--- src/rtl/tdma_pkg.sv ---
package tdma_pkg;

  // Default values for the top level parameters.
  localparam int QUEUE_DEPTH_DEF = 16;
  localparam int TAG_BITS_DEF    = 16;
  localparam int ADDR_BITS_DEF   = 8;

  // Fixed field widths.
  localparam int TICK_BITS     = 24;
  localparam int LIMIT_BITS    = 5;
  localparam int PER_SLOT_BITS = 8;
  localparam int POLICY_BITS   = 2;
  localparam int MY_ADDR_BITS  = 8;
  localparam int MODE_BITS     = 3;
  localparam int VERDICT_BITS  = 3;
  localparam int RADIO_BITS    = 2;
  localparam int CFG_IDX_BITS  = 3;
  localparam int CFG_DATA_BITS = 24;

  // Configuration register indexes.
  localparam logic [CFG_IDX_BITS-1:0] CFG_FRAME       = 3'd0;
  localparam logic [CFG_IDX_BITS-1:0] CFG_SLOT        = 3'd1;
  localparam logic [CFG_IDX_BITS-1:0] CFG_GUARD       = 3'd2;
  localparam logic [CFG_IDX_BITS-1:0] CFG_START_DELAY = 3'd3;
  localparam logic [CFG_IDX_BITS-1:0] CFG_QUEUE_LIMIT = 3'd4;
  localparam logic [CFG_IDX_BITS-1:0] CFG_MAX_PER_SLOT = 3'd5;
  localparam logic [CFG_IDX_BITS-1:0] CFG_DROP_POLICY = 3'd6;
  localparam logic [CFG_IDX_BITS-1:0] CFG_MY_ADDR     = 3'd7;

  // Configuration reset values.
  localparam logic [TICK_BITS-1:0]     FRAME_RESET    = 24'd1000;
  localparam logic [LIMIT_BITS-1:0]    LIMIT_RESET    = 5'd10;
  localparam logic [PER_SLOT_BITS-1:0] PER_SLOT_RESET = 8'd1;

  // Full-queue policies.
  localparam logic [POLICY_BITS-1:0] POLICY_DROP_NEW = 2'd0;
  localparam logic [POLICY_BITS-1:0] POLICY_DROP_OLD = 2'd1;
  localparam logic [POLICY_BITS-1:0] POLICY_PRIORITY = 2'd2;

  typedef enum logic [MODE_BITS-1:0] {
    MODE_TICK     = 3'd0,
    MODE_ENQ      = 3'd1,
    MODE_TX_END   = 3'd2,
    MODE_RX_START = 3'd3,
    MODE_RX_END   = 3'd4,
    MODE_START    = 3'd5,
    MODE_STOP     = 3'd6,
    MODE_NOP      = 3'd7
  } mode_t;

  typedef enum logic [VERDICT_BITS-1:0] {
    VERD_NONE     = 3'd0,
    VERD_DELIVER  = 3'd1,
    VERD_CORRUPT  = 3'd2,
    VERD_NOT_MINE = 3'd3,
    VERD_TX_BUSY  = 3'd4
  } verdict_t;

  typedef enum logic [RADIO_BITS-1:0] {
    RADIO_IDLE = 2'd0,
    RADIO_TX   = 2'd1,
    RADIO_RX   = 2'd2
  } radio_t;

  typedef enum logic [1:0] {
    S_IDLE = 2'd0,
    S_EXEC = 2'd1,
    S_POP  = 2'd2,
    S_FIN  = 2'd3
  } ctrl_state_t;

  // Commands from the controller to the datapath.
  typedef struct packed {
    logic latch;
    logic exec;
    logic pop;
    logic load;
  } dp_cmd_t;

  // Status from the datapath to the controller.
  typedef struct packed {
    logic out_free;
  } dp_status_t;

endpackage

--- src/rtl/tdma_if.sv ---
interface tdma_in_if #(
  parameter int TAG_BITS  = 16,
  parameter int ADDR_BITS = 8
);
  logic                 valid;
  logic                 ready;
  logic [2:0]           mode;
  logic [TAG_BITS-1:0]  packet_tag;
  logic                 high_priority;
  logic [ADDR_BITS-1:0] dest_addr;
  logic                 rx_error;

  modport source (output valid, mode, packet_tag, high_priority, dest_addr, rx_error,
                  input ready);
  modport sink (input valid, mode, packet_tag, high_priority, dest_addr, rx_error,
                output ready);
endinterface

interface tdma_out_if #(
  parameter int TAG_BITS = 16,
  parameter int CNT_BITS = 5
);
  logic                valid;
  logic                ready;
  logic                tx_start;
  logic [TAG_BITS-1:0] tx_tag;
  logic [2:0]          rx_verdict;
  logic                dropped;
  logic [TAG_BITS-1:0] dropped_tag;
  logic                slot_mine;
  logic [CNT_BITS-1:0] queue_count;
  logic [1:0]          radio_state;

  modport source (output valid, tx_start, tx_tag, rx_verdict, dropped, dropped_tag,
                  slot_mine, queue_count, radio_state, input ready);
  modport sink (input valid, tx_start, tx_tag, rx_verdict, dropped, dropped_tag,
                slot_mine, queue_count, radio_state, output ready);
endinterface

interface tdma_cfg_if;
  logic        valid;
  logic        ready;
  logic [2:0]  index;
  logic [23:0] data;

  modport source (output valid, index, data, input ready);
  modport sink (input valid, index, data, output ready);
endinterface

--- src/rtl/tdma_ram.sv ---
module tdma_ram #(
  parameter int WIDTH = 16,
  parameter int DEPTH = 16
) (
  input  logic                     clk,
  input  logic                     we,
  input  logic [$clog2(DEPTH)-1:0] waddr,
  input  logic [WIDTH-1:0]         wdata,
  input  logic [$clog2(DEPTH)-1:0] raddr,
  output logic [WIDTH-1:0]         rdata
);

  logic [WIDTH-1:0] mem [DEPTH];

  // Read returns the old contents when the same entry is written in that cycle.
  always_ff @(posedge clk) begin
    if (we) begin
      mem[waddr] <= wdata;
    end
    rdata <= mem[raddr];
  end

endmodule

--- src/rtl/tdma_ctrl.sv ---
module tdma_ctrl
  import tdma_pkg::*;
(
  input  logic       clk,
  input  logic       rst,
  input  logic       in_valid,
  output logic       in_ready,
  input  dp_status_t status,
  output dp_cmd_t    cmd
);

  ctrl_state_t state, state_next;

  always_ff @(posedge clk) begin
    if (rst) begin
      state <= S_IDLE;
    end else begin
      state <= state_next;
    end
  end

  always_comb begin
    state_next = state;
    case (state)
      S_IDLE: begin
        if (in_valid) begin
          state_next = S_EXEC;
        end
      end
      S_EXEC:  state_next = S_POP;
      S_POP:   state_next = S_FIN;
      S_FIN: begin
        if (status.out_free) begin
          state_next = S_IDLE;
        end
      end
      default: state_next = S_IDLE;
    endcase
  end

  // No item is taken while reset is held.
  always_comb begin
    in_ready  = 1'b0;
    cmd       = '0;
    case (state)
      S_IDLE: begin
        in_ready  = !rst;
        cmd.latch = in_valid && !rst;
      end
      S_EXEC:  cmd.exec = 1'b1;
      S_POP:   cmd.pop  = 1'b1;
      S_FIN:   cmd.load = status.out_free;
      default: cmd      = '0;
    endcase
  end

endmodule

--- src/rtl/tdma_dp.sv ---
module tdma_dp
  import tdma_pkg::*;
#(
  parameter int QUEUE_DEPTH = QUEUE_DEPTH_DEF,
  parameter int TAG_BITS    = TAG_BITS_DEF,
  parameter int ADDR_BITS   = ADDR_BITS_DEF,
  parameter int CNT_BITS    = $clog2(QUEUE_DEPTH + 1)
) (
  input  logic                     clk,
  input  logic                     rst,
  input  dp_cmd_t                  cmd,
  output dp_status_t               status,
  // item payload
  input  logic [MODE_BITS-1:0]     in_mode,
  input  logic [TAG_BITS-1:0]      in_tag,
  input  logic                     in_hi,
  input  logic [ADDR_BITS-1:0]     in_dest,
  input  logic                     in_err,
  // configuration writes
  input  logic                     cfg_valid,
  output logic                     cfg_ready,
  input  logic [CFG_IDX_BITS-1:0]  cfg_index,
  input  logic [CFG_DATA_BITS-1:0] cfg_data,
  // result register
  output logic                     out_valid,
  input  logic                     out_ready,
  output logic                     out_tx_start,
  output logic [TAG_BITS-1:0]      out_tx_tag,
  output logic [VERDICT_BITS-1:0]  out_rx_verdict,
  output logic                     out_dropped,
  output logic [TAG_BITS-1:0]      out_dropped_tag,
  output logic                     out_slot_mine,
  output logic [CNT_BITS-1:0]      out_queue_count,
  output logic [RADIO_BITS-1:0]    out_radio_state
);

  localparam int IDX_BITS = $clog2(QUEUE_DEPTH);
  localparam int SUM_BITS = IDX_BITS + 2;
  localparam int LIM_BITS = (CNT_BITS > LIMIT_BITS) ? CNT_BITS : LIMIT_BITS;

  // Configuration registers.
  logic [TICK_BITS-1:0]     frame_ticks, slot_ticks, guard_ticks, start_delay_ticks;
  logic [LIMIT_BITS-1:0]    queue_limit;
  logic [PER_SLOT_BITS-1:0] max_per_slot;
  logic [POLICY_BITS-1:0]   drop_policy;
  logic [MY_ADDR_BITS-1:0]  my_addr;

  // Scheduler state.
  logic                     own_slot;
  logic [TICK_BITS-1:0]     slot_countdown;
  logic                     timer_running;
  logic [PER_SLOT_BITS-1:0] sent_this_slot;
  radio_t                   radio;
  logic [IDX_BITS-1:0]      head;
  logic [CNT_BITS-1:0]      fill;

  // Latched item and per-item flags.
  mode_t                    mode_r;
  logic [TAG_BITS-1:0]      tag_r;
  logic                     hi_r;
  logic [ADDR_BITS-1:0]     dest_r;
  logic                     err_r;
  logic                     attempt;
  logic                     tx_flag;
  logic                     drop_flag;
  logic                     drop_ram;
  verdict_t                 verdict;
  logic [TAG_BITS-1:0]      drop_tag_q;

  // Queue addressing.
  logic [IDX_BITS-1:0]      head_inc, head_dec, back_idx, last_idx;
  logic [SUM_BITS-1:0]      back_sum, last_sum;
  logic [LIM_BITS-1:0]      limit;
  logic                     room;
  logic                     enq_front, enq_back, evict_front, evict_back, drop_new;

  // Slot arithmetic.
  logic [TICK_BITS:0]       off_sum, off_diff;
  logic [TICK_BITS-1:0]     off_ticks, on_ticks;
  logic                     tx_go;
  logic                     addr_match;

  // Tag store.
  logic                     ram_we;
  logic [IDX_BITS-1:0]      ram_waddr, ram_raddr;
  logic [TAG_BITS-1:0]      ram_rdata;

  assign cfg_ready       = !rst;
  assign status.out_free = !out_valid || out_ready;

  always_comb begin
    head_inc = (head == IDX_BITS'(QUEUE_DEPTH - 1)) ? '0 : head + 1'b1;
    head_dec = (head == '0) ? IDX_BITS'(QUEUE_DEPTH - 1) : head - 1'b1;
    back_sum = SUM_BITS'(head) + SUM_BITS'(fill);
    last_sum = back_sum - 1'b1;
    back_idx = (back_sum >= SUM_BITS'(QUEUE_DEPTH)) ?
               IDX_BITS'(back_sum - SUM_BITS'(QUEUE_DEPTH)) : IDX_BITS'(back_sum);
    last_idx = (last_sum >= SUM_BITS'(QUEUE_DEPTH)) ?
               IDX_BITS'(last_sum - SUM_BITS'(QUEUE_DEPTH)) : IDX_BITS'(last_sum);
  end

  // Effective capacity is the smaller of the register and the physical depth.
  always_comb begin
    limit = (LIM_BITS'(queue_limit) > LIM_BITS'(QUEUE_DEPTH)) ?
            LIM_BITS'(QUEUE_DEPTH) : LIM_BITS'(queue_limit);
    room  = LIM_BITS'(fill) < limit;
  end

  always_comb begin
    enq_front   = 1'b0;
    enq_back    = 1'b0;
    evict_front = 1'b0;
    evict_back  = 1'b0;
    drop_new    = 1'b0;
    if (room) begin
      if (drop_policy == POLICY_PRIORITY && hi_r) begin
        enq_front = 1'b1;
      end else begin
        enq_back = 1'b1;
      end
    end else if (drop_policy == POLICY_DROP_OLD && fill != '0) begin
      evict_front = 1'b1;
    end else if (drop_policy == POLICY_PRIORITY && hi_r && fill != '0) begin
      evict_back = 1'b1;
    end else begin
      drop_new = 1'b1;
    end
  end

  always_comb begin
    off_sum   = {1'b0, frame_ticks} + {1'b0, guard_ticks};
    off_diff  = off_sum - {1'b0, slot_ticks};
    off_ticks = (off_sum > {1'b0, slot_ticks}) ?
                (off_diff[TICK_BITS] ? '1 : off_diff[TICK_BITS-1:0]) : '0;
    on_ticks  = (slot_ticks > guard_ticks) ? slot_ticks - guard_ticks : '0;
  end

  assign addr_match = (dest_r == ADDR_BITS'(my_addr)) || (&dest_r);

  assign tx_go = attempt && (sent_this_slot < max_per_slot) && own_slot &&
                 (radio == RADIO_IDLE) && (fill != '0);

  // Writes happen only while executing an enqueue; the read port serves the
  // evicted entry during execution and the queue front in the pop cycle.
  // Once a packet has left, the read stays on that entry so that its tag is
  // still on the read port however long the result register is busy.
  always_comb begin
    ram_we    = cmd.exec && (mode_r == MODE_ENQ) && !drop_new;
    ram_waddr = (enq_front || evict_back) ? head_dec : back_idx;
    ram_raddr = (cmd.exec && evict_back) ? last_idx : (tx_flag ? head_dec : head);
  end

  tdma_ram #(
    .WIDTH (TAG_BITS),
    .DEPTH (QUEUE_DEPTH)
  ) u_tag_store (
    .clk   (clk),
    .we    (ram_we),
    .waddr (ram_waddr),
    .wdata (tag_r),
    .raddr (ram_raddr),
    .rdata (ram_rdata)
  );

  always_ff @(posedge clk) begin
    if (rst) begin
      frame_ticks       <= FRAME_RESET;
      slot_ticks        <= '0;
      guard_ticks       <= '0;
      start_delay_ticks <= '0;
      queue_limit       <= LIMIT_RESET;
      max_per_slot      <= PER_SLOT_RESET;
      drop_policy       <= POLICY_DROP_NEW;
      my_addr           <= '0;
    end else if (cfg_valid && cfg_ready) begin
      case (cfg_index)
        CFG_FRAME:        frame_ticks       <= cfg_data[TICK_BITS-1:0];
        CFG_SLOT:         slot_ticks        <= cfg_data[TICK_BITS-1:0];
        CFG_GUARD:        guard_ticks       <= cfg_data[TICK_BITS-1:0];
        CFG_START_DELAY:  start_delay_ticks <= cfg_data[TICK_BITS-1:0];
        CFG_QUEUE_LIMIT:  queue_limit       <= cfg_data[LIMIT_BITS-1:0];
        CFG_MAX_PER_SLOT: max_per_slot      <= cfg_data[PER_SLOT_BITS-1:0];
        CFG_DROP_POLICY:  drop_policy       <= cfg_data[POLICY_BITS-1:0];
        CFG_MY_ADDR:      my_addr           <= cfg_data[MY_ADDR_BITS-1:0];
        default:          my_addr           <= my_addr;
      endcase
    end
  end

  always_ff @(posedge clk) begin
    if (cmd.latch) begin
      mode_r <= mode_t'(in_mode);
      tag_r  <= in_tag;
      hi_r   <= in_hi;
      dest_r <= in_dest;
      err_r  <= in_err;
    end
    if (cmd.exec && mode_r == MODE_ENQ && drop_new) begin
      drop_tag_q <= tag_r;
    end
    if (cmd.pop && drop_ram) begin
      drop_tag_q <= ram_rdata;
    end
  end

  always_ff @(posedge clk) begin
    if (rst) begin
      own_slot       <= 1'b0;
      slot_countdown <= '0;
      timer_running  <= 1'b0;
      sent_this_slot <= '0;
      radio          <= RADIO_IDLE;
      head           <= '0;
      fill           <= '0;
      attempt        <= 1'b0;
      tx_flag        <= 1'b0;
      drop_flag      <= 1'b0;
      drop_ram       <= 1'b0;
      verdict        <= VERD_NONE;
    end else begin
      if (cmd.latch) begin
        attempt   <= 1'b0;
        tx_flag   <= 1'b0;
        drop_flag <= 1'b0;
        drop_ram  <= 1'b0;
        verdict   <= VERD_NONE;
      end
      if (cmd.exec) begin
        case (mode_r)
          MODE_TICK: begin
            if (timer_running) begin
              if (slot_countdown <= TICK_BITS'(1)) begin
                sent_this_slot <= '0;
                own_slot       <= !own_slot;
                if (own_slot) begin
                  slot_countdown <= off_ticks;
                end else begin
                  slot_countdown <= on_ticks;
                  attempt        <= 1'b1;
                end
              end else begin
                slot_countdown <= slot_countdown - 1'b1;
              end
            end
          end
          MODE_ENQ: begin
            attempt <= 1'b1;
            if (enq_front) begin
              head <= head_dec;
              fill <= fill + 1'b1;
            end else if (enq_back) begin
              fill <= fill + 1'b1;
            end else if (evict_front) begin
              head      <= head_inc;
              drop_flag <= 1'b1;
              drop_ram  <= 1'b1;
            end else if (evict_back) begin
              head      <= head_dec;
              drop_flag <= 1'b1;
              drop_ram  <= 1'b1;
            end else begin
              drop_flag <= 1'b1;
            end
          end
          MODE_TX_END: begin
            radio   <= RADIO_IDLE;
            attempt <= 1'b1;
            if (sent_this_slot != '1) begin
              sent_this_slot <= sent_this_slot + 1'b1;
            end
          end
          MODE_RX_START: begin
            if (radio == RADIO_IDLE) begin
              radio <= RADIO_RX;
            end
          end
          MODE_RX_END: begin
            if (radio == RADIO_TX) begin
              verdict <= VERD_TX_BUSY;
            end else begin
              if (err_r) begin
                verdict <= VERD_CORRUPT;
              end else if (!addr_match) begin
                verdict <= VERD_NOT_MINE;
              end else begin
                verdict <= VERD_DELIVER;
              end
              radio   <= RADIO_IDLE;
              attempt <= 1'b1;
            end
          end
          MODE_START: begin
            slot_countdown <= start_delay_ticks;
            timer_running  <= 1'b1;
          end
          MODE_STOP: begin
            timer_running <= 1'b0;
          end
          default: begin
            attempt <= 1'b0;
          end
        endcase
      end
      if (cmd.pop && tx_go) begin
        tx_flag <= 1'b1;
        head    <= head_inc;
        fill    <= fill - 1'b1;
        radio   <= RADIO_TX;
      end
    end
  end

  // Result register: the entry that left the queue is on the read port here.
  always_ff @(posedge clk) begin
    if (rst) begin
      out_valid <= 1'b0;
    end else if (cmd.load) begin
      out_valid <= 1'b1;
    end else if (out_ready) begin
      out_valid <= 1'b0;
    end
  end

  always_ff @(posedge clk) begin
    if (cmd.load) begin
      out_tx_start    <= tx_flag;
      out_tx_tag      <= tx_flag ? ram_rdata : '0;
      out_rx_verdict  <= verdict;
      out_dropped     <= drop_flag;
      out_dropped_tag <= drop_flag ? drop_tag_q : '0;
      out_slot_mine   <= own_slot;
      out_queue_count <= fill;
      out_radio_state <= radio;
    end
  end

  a_fill_bound: assert property (@(posedge clk) disable iff (rst)
    fill <= CNT_BITS'(QUEUE_DEPTH))
    else $error("queue fill exceeds the physical depth");

  a_pop_update: assert property (@(posedge clk) disable iff (rst)
    cmd.pop && tx_go |=> fill == $past(fill) - 1'b1 && radio == RADIO_TX)
    else $error("transmit pop did not update the queue and radio");

  a_tx_radio: assert property (@(posedge clk) disable iff (rst)
    out_valid && out_tx_start |-> out_radio_state == RADIO_TX)
    else $error("transmit result without a transmitting radio");

  a_drop_tag_zero: assert property (@(posedge clk) disable iff (rst)
    out_valid && !out_dropped |-> out_dropped_tag == '0)
    else $error("dropped tag set without a drop");

endmodule

--- src/rtl/tdma_slot_mac_controller_unit.sv ---
// Items pass one at a time through the accept, execute, pop and load steps, and the
// result is registered in the load step. The single read port of the tag store
// sets the execute and pop steps apart.
// A waiting result does not block the next accept but holds that item in its load step.
// Reset (rst, synchronous, active high) clears the scheduler state and sets the
// configuration registers to their defaults; nothing is accepted during reset.
module tdma_slot_mac_controller_unit
  import tdma_pkg::*;
#(
  parameter int QUEUE_DEPTH = QUEUE_DEPTH_DEF,
  parameter int TAG_BITS    = TAG_BITS_DEF,
  parameter int ADDR_BITS   = ADDR_BITS_DEF
) (
  input logic             clk,
  input logic             rst,
  tdma_in_if.sink         item_in,
  tdma_out_if.source      result_out,
  tdma_cfg_if.sink        cfg
);

  // Width of the queue occupancy count, which must hold the depth itself.
  localparam int CNT_BITS = $clog2(QUEUE_DEPTH + 1);

  // The controller steps every item through the same idle, execute, pop and fin states;
  // the scheduler state, the tag store and the result register live in the datapath.
  // The tag store is not cleared by reset; the queue reads only entries it has written.
  dp_cmd_t    cmd;
  dp_status_t status;

  tdma_ctrl u_ctrl (
    .clk      (clk),
    .rst      (rst),
    .in_valid (item_in.valid),
    .in_ready (item_in.ready),
    .status   (status),
    .cmd      (cmd)
  );

  // The datapath keeps the tag queue as a ring in a small RAM. Enqueue writes
  // and the read of an evicted entry share the execute cycle; the RAM returns
  // old data on a same-address read, so an eviction of the entry that is being
  // overwritten still reports the evicted tag. The transmit decision is taken
  // in the pop cycle, after the event has updated the slot, radio and queue.
  tdma_dp #(
    .QUEUE_DEPTH (QUEUE_DEPTH),
    .TAG_BITS    (TAG_BITS),
    .ADDR_BITS   (ADDR_BITS),
    .CNT_BITS    (CNT_BITS)
  ) u_dp (
    .clk             (clk),
    .rst             (rst),
    .cmd             (cmd),
    .status          (status),
    .in_mode         (item_in.mode),
    .in_tag          (item_in.packet_tag),
    .in_hi           (item_in.high_priority),
    .in_dest         (item_in.dest_addr),
    .in_err          (item_in.rx_error),
    .cfg_valid       (cfg.valid),
    .cfg_ready       (cfg.ready),
    .cfg_index       (cfg.index),
    .cfg_data        (cfg.data),
    .out_valid       (result_out.valid),
    .out_ready       (result_out.ready),
    .out_tx_start    (result_out.tx_start),
    .out_tx_tag      (result_out.tx_tag),
    .out_rx_verdict  (result_out.rx_verdict),
    .out_dropped     (result_out.dropped),
    .out_dropped_tag (result_out.dropped_tag),
    .out_slot_mine   (result_out.slot_mine),
    .out_queue_count (result_out.queue_count),
    .out_radio_state (result_out.radio_state)
  );

endmodule

--- src/flat_wrapper.sv ---
// flat-port wrapper written by rule: the top's interface ports become plain ports
module tdma_slot_mac_controller_unit_flat import tdma_pkg::*;
#(
  parameter int QUEUE_DEPTH = QUEUE_DEPTH_DEF,
  parameter int TAG_BITS    = TAG_BITS_DEF,
  parameter int ADDR_BITS   = ADDR_BITS_DEF
)
  (clk, rst, item_in_valid, item_in_mode, item_in_packet_tag, item_in_high_priority, item_in_dest_addr, item_in_rx_error, item_in_ready, result_out_valid, result_out_tx_start, result_out_tx_tag, result_out_rx_verdict, result_out_dropped, result_out_dropped_tag, result_out_slot_mine, result_out_queue_count, result_out_radio_state, result_out_ready, cfg_valid, cfg_index, cfg_data, cfg_ready);
  tdma_in_if #(.TAG_BITS(TAG_BITS), .ADDR_BITS(ADDR_BITS)) item_in_i ();
  tdma_out_if #(.TAG_BITS(TAG_BITS)) result_out_i ();
  tdma_cfg_if cfg_i ();
  input logic clk;
  input logic rst;
  input wire logic [$bits(item_in_i.valid)-1:0] item_in_valid;
  input wire logic [$bits(item_in_i.mode)-1:0] item_in_mode;
  input wire logic [$bits(item_in_i.packet_tag)-1:0] item_in_packet_tag;
  input wire logic [$bits(item_in_i.high_priority)-1:0] item_in_high_priority;
  input wire logic [$bits(item_in_i.dest_addr)-1:0] item_in_dest_addr;
  input wire logic [$bits(item_in_i.rx_error)-1:0] item_in_rx_error;
  output wire logic [$bits(item_in_i.ready)-1:0] item_in_ready;
  output wire logic [$bits(result_out_i.valid)-1:0] result_out_valid;
  output wire logic [$bits(result_out_i.tx_start)-1:0] result_out_tx_start;
  output wire logic [$bits(result_out_i.tx_tag)-1:0] result_out_tx_tag;
  output wire logic [$bits(result_out_i.rx_verdict)-1:0] result_out_rx_verdict;
  output wire logic [$bits(result_out_i.dropped)-1:0] result_out_dropped;
  output wire logic [$bits(result_out_i.dropped_tag)-1:0] result_out_dropped_tag;
  output wire logic [$bits(result_out_i.slot_mine)-1:0] result_out_slot_mine;
  output wire logic [$bits(result_out_i.queue_count)-1:0] result_out_queue_count;
  output wire logic [$bits(result_out_i.radio_state)-1:0] result_out_radio_state;
  input wire logic [$bits(result_out_i.ready)-1:0] result_out_ready;
  input wire logic [$bits(cfg_i.valid)-1:0] cfg_valid;
  input wire logic [$bits(cfg_i.index)-1:0] cfg_index;
  input wire logic [$bits(cfg_i.data)-1:0] cfg_data;
  output wire logic [$bits(cfg_i.ready)-1:0] cfg_ready;
  assign item_in_i.valid = item_in_valid;
  assign item_in_i.mode = item_in_mode;
  assign item_in_i.packet_tag = item_in_packet_tag;
  assign item_in_i.high_priority = item_in_high_priority;
  assign item_in_i.dest_addr = item_in_dest_addr;
  assign item_in_i.rx_error = item_in_rx_error;
  assign item_in_ready = item_in_i.ready;
  assign result_out_valid = result_out_i.valid;
  assign result_out_tx_start = result_out_i.tx_start;
  assign result_out_tx_tag = result_out_i.tx_tag;
  assign result_out_rx_verdict = result_out_i.rx_verdict;
  assign result_out_dropped = result_out_i.dropped;
  assign result_out_dropped_tag = result_out_i.dropped_tag;
  assign result_out_slot_mine = result_out_i.slot_mine;
  assign result_out_queue_count = result_out_i.queue_count;
  assign result_out_radio_state = result_out_i.radio_state;
  assign result_out_i.ready = result_out_ready;
  assign cfg_i.valid = cfg_valid;
  assign cfg_i.index = cfg_index;
  assign cfg_i.data = cfg_data;
  assign cfg_ready = cfg_i.ready;
  tdma_slot_mac_controller_unit #(.QUEUE_DEPTH(QUEUE_DEPTH), .TAG_BITS(TAG_BITS), .ADDR_BITS(ADDR_BITS)) u_core (.clk(clk), .rst(rst), .item_in(item_in_i), .result_out(result_out_i), .cfg(cfg_i));
endmodule
--- config.mk ---
export PLATFORM = sky130hd
export DESIGN_NAME = tdma_slot_mac_controller_unit_flat
export DESIGN_NICKNAME = d
export VERILOG_FILES = /design/src/rtl/tdma_pkg.sv /design/src/rtl/tdma_if.sv /design/src/rtl/tdma_ram.sv /design/src/rtl/tdma_ctrl.sv /design/src/rtl/tdma_dp.sv /design/src/rtl/tdma_slot_mac_controller_unit.sv /design/src/flat_wrapper.sv
export SDC_FILE = /design/constraint.sdc
export NUM_CORES = 1
export LEC_CHECK = 0
export ABC_AREA = 1
export BUFFER_PORTS_ARGS = -buffer_cell sky130_fd_sc_hd__buf_2
export CAP_MARGIN = 20
export CORE_MARGIN = 2
export CORE_UTILIZATION = 37
export DETAILED_ROUTE_END_ITERATION = 8
export GPL_TIMING_DRIVEN = 1
export PLACE_DENSITY = 0.49
export SLEW_MARGIN = 20
export SYNTH_ARGS = -nofsm -noshare
export SYNTH_HDL_FRONTEND = slang
export SYNTH_HIERARCHICAL = 1
export SYNTH_SLANG_ARGS = --single-unit
export TNS_END_PERCENT = 30
--- constraint.sdc ---
create_clock -name clk -period 5.1 [get_ports clk]
set_input_delay 1.02 -clock clk [delete_from_list [all_inputs] [get_ports clk]]
set_output_delay 1.02 -clock clk [all_outputs]
set_load 0.005 [all_outputs]
==> flow_summary.toml, run 1 <==
[cells_and_area]
design_area_sq_um = 31900
drive_gt1_frac = 0.101
final.fill_count = 7666
nets = 3735
synthToLayoutAreaGrowth_pct = 13.2

[yosys]
ys_types = 54
synth_area_sq_um = 28100
synth_area_per_cell_sq_um = 8.11
yosysWarnings = 6
syn_inst = 3470
synth_top_area_share = 0.369
yosys-top-cells-area = "edfxtp_1, dfxtp_1, nand2_1"
synth_seq_cells = 536
synthesis.nets = 3637
synth_top_area_cell = "edfxtp_1"
ys_seq_area_frac = 0.504

[worst_setup_path]
cp_top_family = "simple AND/OR/NAND/NOR gates"
endpoint_kind = "register"
required_ns = 5.65
crit_buf_inv = 3
worstSetupPathType = "reg2reg"
startpoint_type = "register"
cp_max_fo = 24
worst_ep_arrival_time_ns = 5.18
worst_path_most_repeated_cell = "nand2_1"
cpMaxStageDelayCell = "o21ai_0"
cpPeakStageDelay_ns = 0.42

[die]
initial_core_util = 0.372
core-area_sq_um = 75600
io_pins = 109
die_width_um = 280
num_rows = 101
fp.dieH_um = 280
dieArea_sq_um = 78300

[sta]
slew_viol_final = 0
final.setup.tns_ns = 0
rsz0062_at_grt = "no"
setup_viol = 0
final-hold-violation-count = 0
period_share = 0.907
slew_headroom = 0.247
tightest_slew_ns = 1.13
fmax_mhz = 216
whs_ns = 0.435
finalCriticalPeriod_ns = 4.63
fin_skew_ns = 0.0460

[place]
postPlaceCellArea_sq_um = 29700
portBuffers = 108
hpwl_mm = 55.8
gp_congestion = 0.917

[clock_network]
clkSinkCount = 536
clock_latency_ns = 0.66
cts_buffers = 61
cts.clk_slew.worst_paths_ns = 0.06
clk_root_buffer_cell = "clkbuf_16"
postCtsResizedCells = 0
cts_hold_buf = 0
tritoncts = "yes"
h-tree-depth = 2
post_cts_buffers = 0
clock_path_buffers = 3

[global_routing]
grt_antenna_before_repair = 3
grt_max_degree = 74
grt_usage = 0.204
grt_pass1_wl_mm = 124
grt-ovfl-total = 0
first_global_vias = 20597

[power]
vdd_drop_max_uv = 258
seqPwrFrac = 0.422
comb_power_share = 0.190
powerDensity_nw_per_um2 = 369
leakage_nw = 14.6
swShare = 0.300
power.total_mw = 11.7
power.switching_mw = 3.52
p_int_mw = 8.22
clkPwrFrac = 0.388

[detailed_routing]
remaining_drc_errors = 0
vias = 22232
wl_per_cell_um = 17.6
drtPass1Iterations = 5
via_per_inst = 4.83
ant_nets = 0
finalWirelength_mm = 80.7
drt_iter0_drc = 1474

[job]
drv_cap = 0

[outcome]
status = "finished, final reports clean"

[worst_hold_path]
hp-class = "reg2reg"
-- final cells by class --
type                            count  area (sq um)  area share
Timing Repair Buffer              149           861      0.0270
Tap cell                          978          1220      0.0384
Sequential cell                   536         14200       0.445
Inverter                          549          2060      0.0648
Multi-Input combinational cell   2271         11400       0.357
Clock buffer                       88          1800      0.0565
Antenna cell                        1          2.50   0.0000785
Clock inverter                     27           328      0.0103
-- metal layers --
| metal | global-route usage | part of all wire |
|---|---|---|
| met3 | 0.0254 | 0.048 |
| met2 | 0.321 | 0.44 |
| met1 | 0.301 | 0.49 |
| met4 | 0.0422 | 0.017 |
| met5 | 0 | 0 |
-- per-stage QoR --
| step | setup WS, ns | instances | utilization |
|---|---|---|---|
| after floorplan | 1.01 | 3470 | - |
| after global placement | 0.616 | 4483 | 0.393 |
| after detailed placement | 0.493 | 4483 | 0.393 |
| after CTS | 0.432 | 4598 | 0.422 |
| after global routing | 0.00444 | 4598 | 0.422 |
| final | 0.473 | 4599 | 0.422 |
-- state kept, by name (all words and copies together) (netlist names), 16 cells and up --
register and cells:
u_core/u_dp/frame_ticks 24, u_core/u_dp/out_tx_tag 16, u_core/u_dp/guard_ticks 24, u_core/u_dp/u_tag_store/mem 256
u_core/u_dp/tag_r 16, u_core/u_dp/out_dropped_tag 16, u_core/u_dp/start_delay_ticks 24, u_core/u_dp/u_tag_store/rdata 16
u_core/u_dp/slot_ticks 24, u_core/u_dp/drop_tag_q 16, u_core/u_dp/slot_countdown 24
-- power groups by stage --
stage | combinational [mW] | clock (mW) | sequential (mW)
5_1_grt | 2.52 | 4.85 | 4.98
3_5_place_dp | 2.21 | 0 | 5.05
3_3_place_gp | 2.22 | 0 | 5.05
4_1_cts | 2.23 | 4.68 | 4.96
2_1_floorplan | 1.57 | 0 | 4.99
6_report | 2.23 | 4.56 | 4.96
-- cells in the final DEF (no fill, tap or decap), types with 16 or more instances in the layout --
cell	netlist	layout
nand2_1	967	967
inv_1	530	528
edfxtp_1	346	346
nor2_1	305	289
nand3_1	286	286
dfxtp_1	190	190
a21oi_1	182	182
o21ai_0	176	171
buf_2	23	108
ha_1	101	101
clkbuf_16	0	62
buf_4	19	40
xnor2_1	38	38
nand4_1	26	26
xor2_1	25	25
nor3_1	25	24
nor2_2	9	24
inv_2	18	19
mux2_2	16	16
-- cells in the mapped netlist, drive strengths merged --
library cell	number
clkinv	1
a21boi	1
nand4	26
o221ai	1
nor2	316
mux2i	1
xnor2	38
o21a	2
a221oi	1
nor4	7
o21ai	181
o21bai	5
a21oi	198
edfxtp	346
nor3	28
fa	5
a31oi	5
nand3	289
and2	2
nand3b	6
a32oi	1
inv	548
or2	7
a21o	4
dfxtp	190
a31o	2
ha	101
a211oi	7
and3	1
clkbuf	62
mux2	16
xor2	25
a211o	1
o211ai	9
nand2	983
o31ai	1
a22oi	1
buf	52
-- logic make-up after synthesis --
logic type	synth area share
flops	0.504
xor+xnor	0.0196
fa+ha+maj	0.0485
mux	0.00676
buf+inv	0.0941
simple gates	0.245
compound gates	0.0813
-- worst register-to-register path, delay by kind of cell, from the launching register on --
family / cells / cell delay [ns]
simple gates: 20 / 1.86
fa+ha+maj: 3 / 0.96
compound gates: 4 / 0.83
buf+inv: 3 / 0.43
flops: 1 / 0.35
xor+xnor: 1 / 0.07
-- path summary, 6_finish.rpt --
path / startpoint / to / slack, ns / cells past startpoint
setup / recovery: u_core/u_dp/guard_ticks[0]$_SDFFE_PP0P_ / u_core/u_dp/slot_countdown[13]$_SDFFE_PP0P_ / 0.47 / 31
hold / removal: u_core/u_dp/verdict[0]$_SDFF_PP0_ / u_core/u_dp/out_rx_verdict[0]$_DFFE_PP_ / 0.43 / 0
setup reg to reg: u_core/u_dp/guard_ticks[0]$_SDFFE_PP0P_ / u_core/u_dp/slot_countdown[13]$_SDFFE_PP0P_ / 0.47 / 31
hold reg to reg: u_core/u_dp/verdict[0]$_SDFF_PP0_ / u_core/u_dp/out_rx_verdict[0]$_DFFE_PP_ / 0.43 / 0
(Power assumes the default switching activity.)
==> run 2, diff against run 1 <==
--- a/config.mk
+++ b/config.mk
@@ -5,8 +5,8 @@
 export SDC_FILE = /design/constraint.sdc
 export NUM_CORES = 1
 export LEC_CHECK = 0
-export ABC_AREA = 1
-export BUFFER_PORTS_ARGS = -buffer_cell sky130_fd_sc_hd__buf_2
+export ABC_AREA = 0
+export BUFFER_PORTS_ARGS = -buffer_cell sky130_fd_sc_hd__buf_4
 export CAP_MARGIN = 20
 export CORE_MARGIN = 2
 export CORE_UTILIZATION = 37
==> run 2 against run 1 <==
  * Non-clock buffer count is 18 higher
  * Clock skew is 0.013 ns lower
  * Wire length is 9.1% lower
  * Area after synthesis is 9.2% lower
  * Cell area is 6.7% lower
  * Core utilization is 1.2 points higher
  * Total power is 8.1% lower
==> flow_summary.toml, run 2 <==
[outcome]
status = "finished, final reports clean"

[place]
postPlaceCellArea_sq_um = 27600
portBuffers = 108
gp_congestion = 0.890
hpwl_mm = 49.9
pre_cts_ws_ns = 0.0342
dp.cells = 3179

[detailed_routing]
vias = 18102
ant_nets = 0
finalWirelength_mm = 73.4
remaining_drc_errors = 0
via_per_inst = 5.49
drtPass1Iterations = 7
drt_iter0_drc = 1367
wl_per_cell_um = 22.3

[worst_hold_path]
hp-class = "reg2reg"
hold_depth = 0
holdCritStartpoint = "u_core/u_dp/verdict[0]$_SDFF_PP0_"

[power]
comb_power_share = 0.155
clkPwrFrac = 0.387
p_int_mw = 7.76
swShare = 0.281
powerDensity_nw_per_um2 = 363
vdd_drop_max_uv = 290
power.total_mw = 10.8
seqPwrFrac = 0.458
power.switching_mw = 3.03
leakage_nw = 10.9

[global_routing]
grt_max_degree = 66
grt_pass1_wl_mm = 110
grt_antenna_before_repair = 3
first_global_vias = 18125
grt-ovfl-total = 0
grt_usage = 0.205

[clock_network]
cts_buffers = 59
clk_root_buffer_cell = "clkbuf_16"
tritoncts = "yes"
clock_latency_ns = 0.65
h-tree-depth = 2
cts_hold_buf = 0
clock_path_buffers = 3
cts.clk_slew.worst_paths_ns = 0.06
clkSinkCount = 536

[sta]
fmax_mhz = 207
tightest_slew_ns = 1.13
slew_headroom = 0.249
setup_viol = 0
final-hold-violation-count = 0
whs_ns = 0.443
period_share = 0.949
setup_ws_ns = 0.263
final.setup.tns_ns = 0
finalCriticalPeriod_ns = 4.84
fin_skew_ns = 0.0330
slew_viol_final = 0

[worst_setup_path]
path_cells = "ha_2, inv_1, fa_2, nor2b_2, o31a_1, o22ai_1, buf_4, o41ai_4, buf_4, o21a_1, nor2_1, xnor2_1, ha_1, nand3_2, o41ai_4, o41ai_2, o31ai_2, a31oi_4, xnor2_4, buf_6, a21oi_1, a211oi_2, o22ai_1"
crit_start = "u_core/u_dp/guard_ticks[0]$_SDFFE_PP0P_"
startpoint_type = "register"
reg2reg_depth = 23
endpoint_kind = "register"
worstSetupPathType = "reg2reg"
required_ns = 5.58
cpPeakStageDelay_ns = 0.39
worst_ep_arrival_time_ns = 5.32
cp_max_fo = 7
cpMaxStageDelayCell = "ha_1"
reg2reg_from = "u_core/u_dp/guard_ticks[0]$_SDFFE_PP0P_"

[die]
die_width_um = 267
dieArea_sq_um = 71100
initial_core_util = 0.373
core-area_sq_um = 68500
fp.dieH_um = 267
io_pins = 109
num_rows = 96

[yosys]
synth_top_area_cell = "edfxtp_1"
ys_seq_area_frac = 0.556
ys_top_cells_by_count = "edfxtp_1, nand2_1, a21oi_1, dfxtp_1, nor2_1"
yosysWarnings = 6
synthesis.nets = 2402
yosys-top-cells-area = "edfxtp_1, dfxtp_1, ha_1"
async_flop_share = 0
synth-edff-count = 346
synth_seq_cells = 536
ys_types = 79
synth_most_common_cell = "edfxtp_1"
synth_area_sq_um = 25500
ys.flop_type = "edfxtp_1"
synth_top_area_share = 0.407
synth_area_per_cell_sq_um = 11.4
syn_inst = 2235

[cells_and_area]
drive_gt1_frac = 0.166
synthToLayoutAreaGrowth_pct = 16.4
layout_commonest_cell = "edfxtp_1"
largest_register_ffs = 256
top_register = "u_core/u_dp/u_tag_store/mem"
nets = 2530
design_area_sq_um = 29700
finalNonFillerCells = 3295
fin_util = 0.434
layout_common_cells = "edfxtp_1, nand2_1, a21oi_1, dfxtp_1, buf_4"
antennaDiodeCount = 0

[job]
drv_cap = 0
## run 2: cell count changes in the layout (fill, tap and decap cells not counted), moves of 22 or more
cell / delta
and2_1: +41
nand2_1: -672
nor2_1: -169
inv_1: -434
buf_2: -108
a21oi_1: +46
buf_4: +120
nand3_1: -257
mux2i_1: +33
xor2_1: +22
a22oi_1: +33
o21ai_0: -111
mux4_2: +54
a21o_1: +36
## run 2: cell type report
cell class                      count  area [sq um]
Multi-Input combinational cell   1504         10800
Timing Repair Buffer              167          1320
Clock inverter                     40           353
Clock buffer                       71          1560
Tap cell                          882          1100
Sequential cell                   536         14200
Inverter                           95           357
Fill cell                        6443         38700
## run 2: final timing paths
kind,to,slack (ns)
hold / removal,u_core/u_dp/out_rx_verdict[0]$_DFFE_PP_,0.44
setup reg to reg,u_core/u_dp/slot_countdown[13]$_SDFFE_PP0P_,0.26
hold reg to reg,u_core/u_dp/out_rx_verdict[0]$_DFFE_PP_,0.44
setup / recovery,u_core/u_dp/slot_countdown[13]$_SDFFE_PP0P_,0.26
## run 2: cell families after synthesis
family,count (synthesis),synth area share
muxes,117,0.0795
xor gates and xnor gates,100,0.0343
buffers and inverters,195,0.0305
AOI/OAI and AO/OA,510,0.123
DFF,536,0.556
and+or+nand+nor,671,0.124
adders and majority gates,106,0.0534
## run 2: critical path, delay by kind of cell (launching register included)
| family | cells | cell delay, ns |
|---|---|---|
| compound gates | 11 | 2.05 |
| fa+ha+maj | 3 | 0.94 |
| buf+inv | 4 | 0.58 |
| xor+xnor | 2 | 0.41 |
| flops | 1 | 0.37 |
| simple gates | 3 | 0.33 |
## run 2: what timing repair did
item                                    in CTS  in global routing
pin swaps                                    0                  8
cloned                                       0                  1
buffers inserted                             0                  3
gates resized for setup                      1                 36
endpoints found under the setup margin       1                 24
## run 2: power by group through the flow
stage	Sequential, mW	Combinational [mW]	Clock (mW)
floorplan	4.98	1.05	0
global placement	5.04	1.58	0
detailed placement	5.05	1.59	0
CTS	4.95	1.60	4.29
global route	4.97	1.82	4.46
finish	4.95	1.67	4.17
## run 2: per-layer routing
metal  global-route usage  up-vias  part of all wire
li1                     -     8503                 -
met3               0.0248      131             0.040
met1                0.267     9036              0.44
met2                0.338      432              0.47
met5                    0        -                 0
met4               0.0976        0             0.047
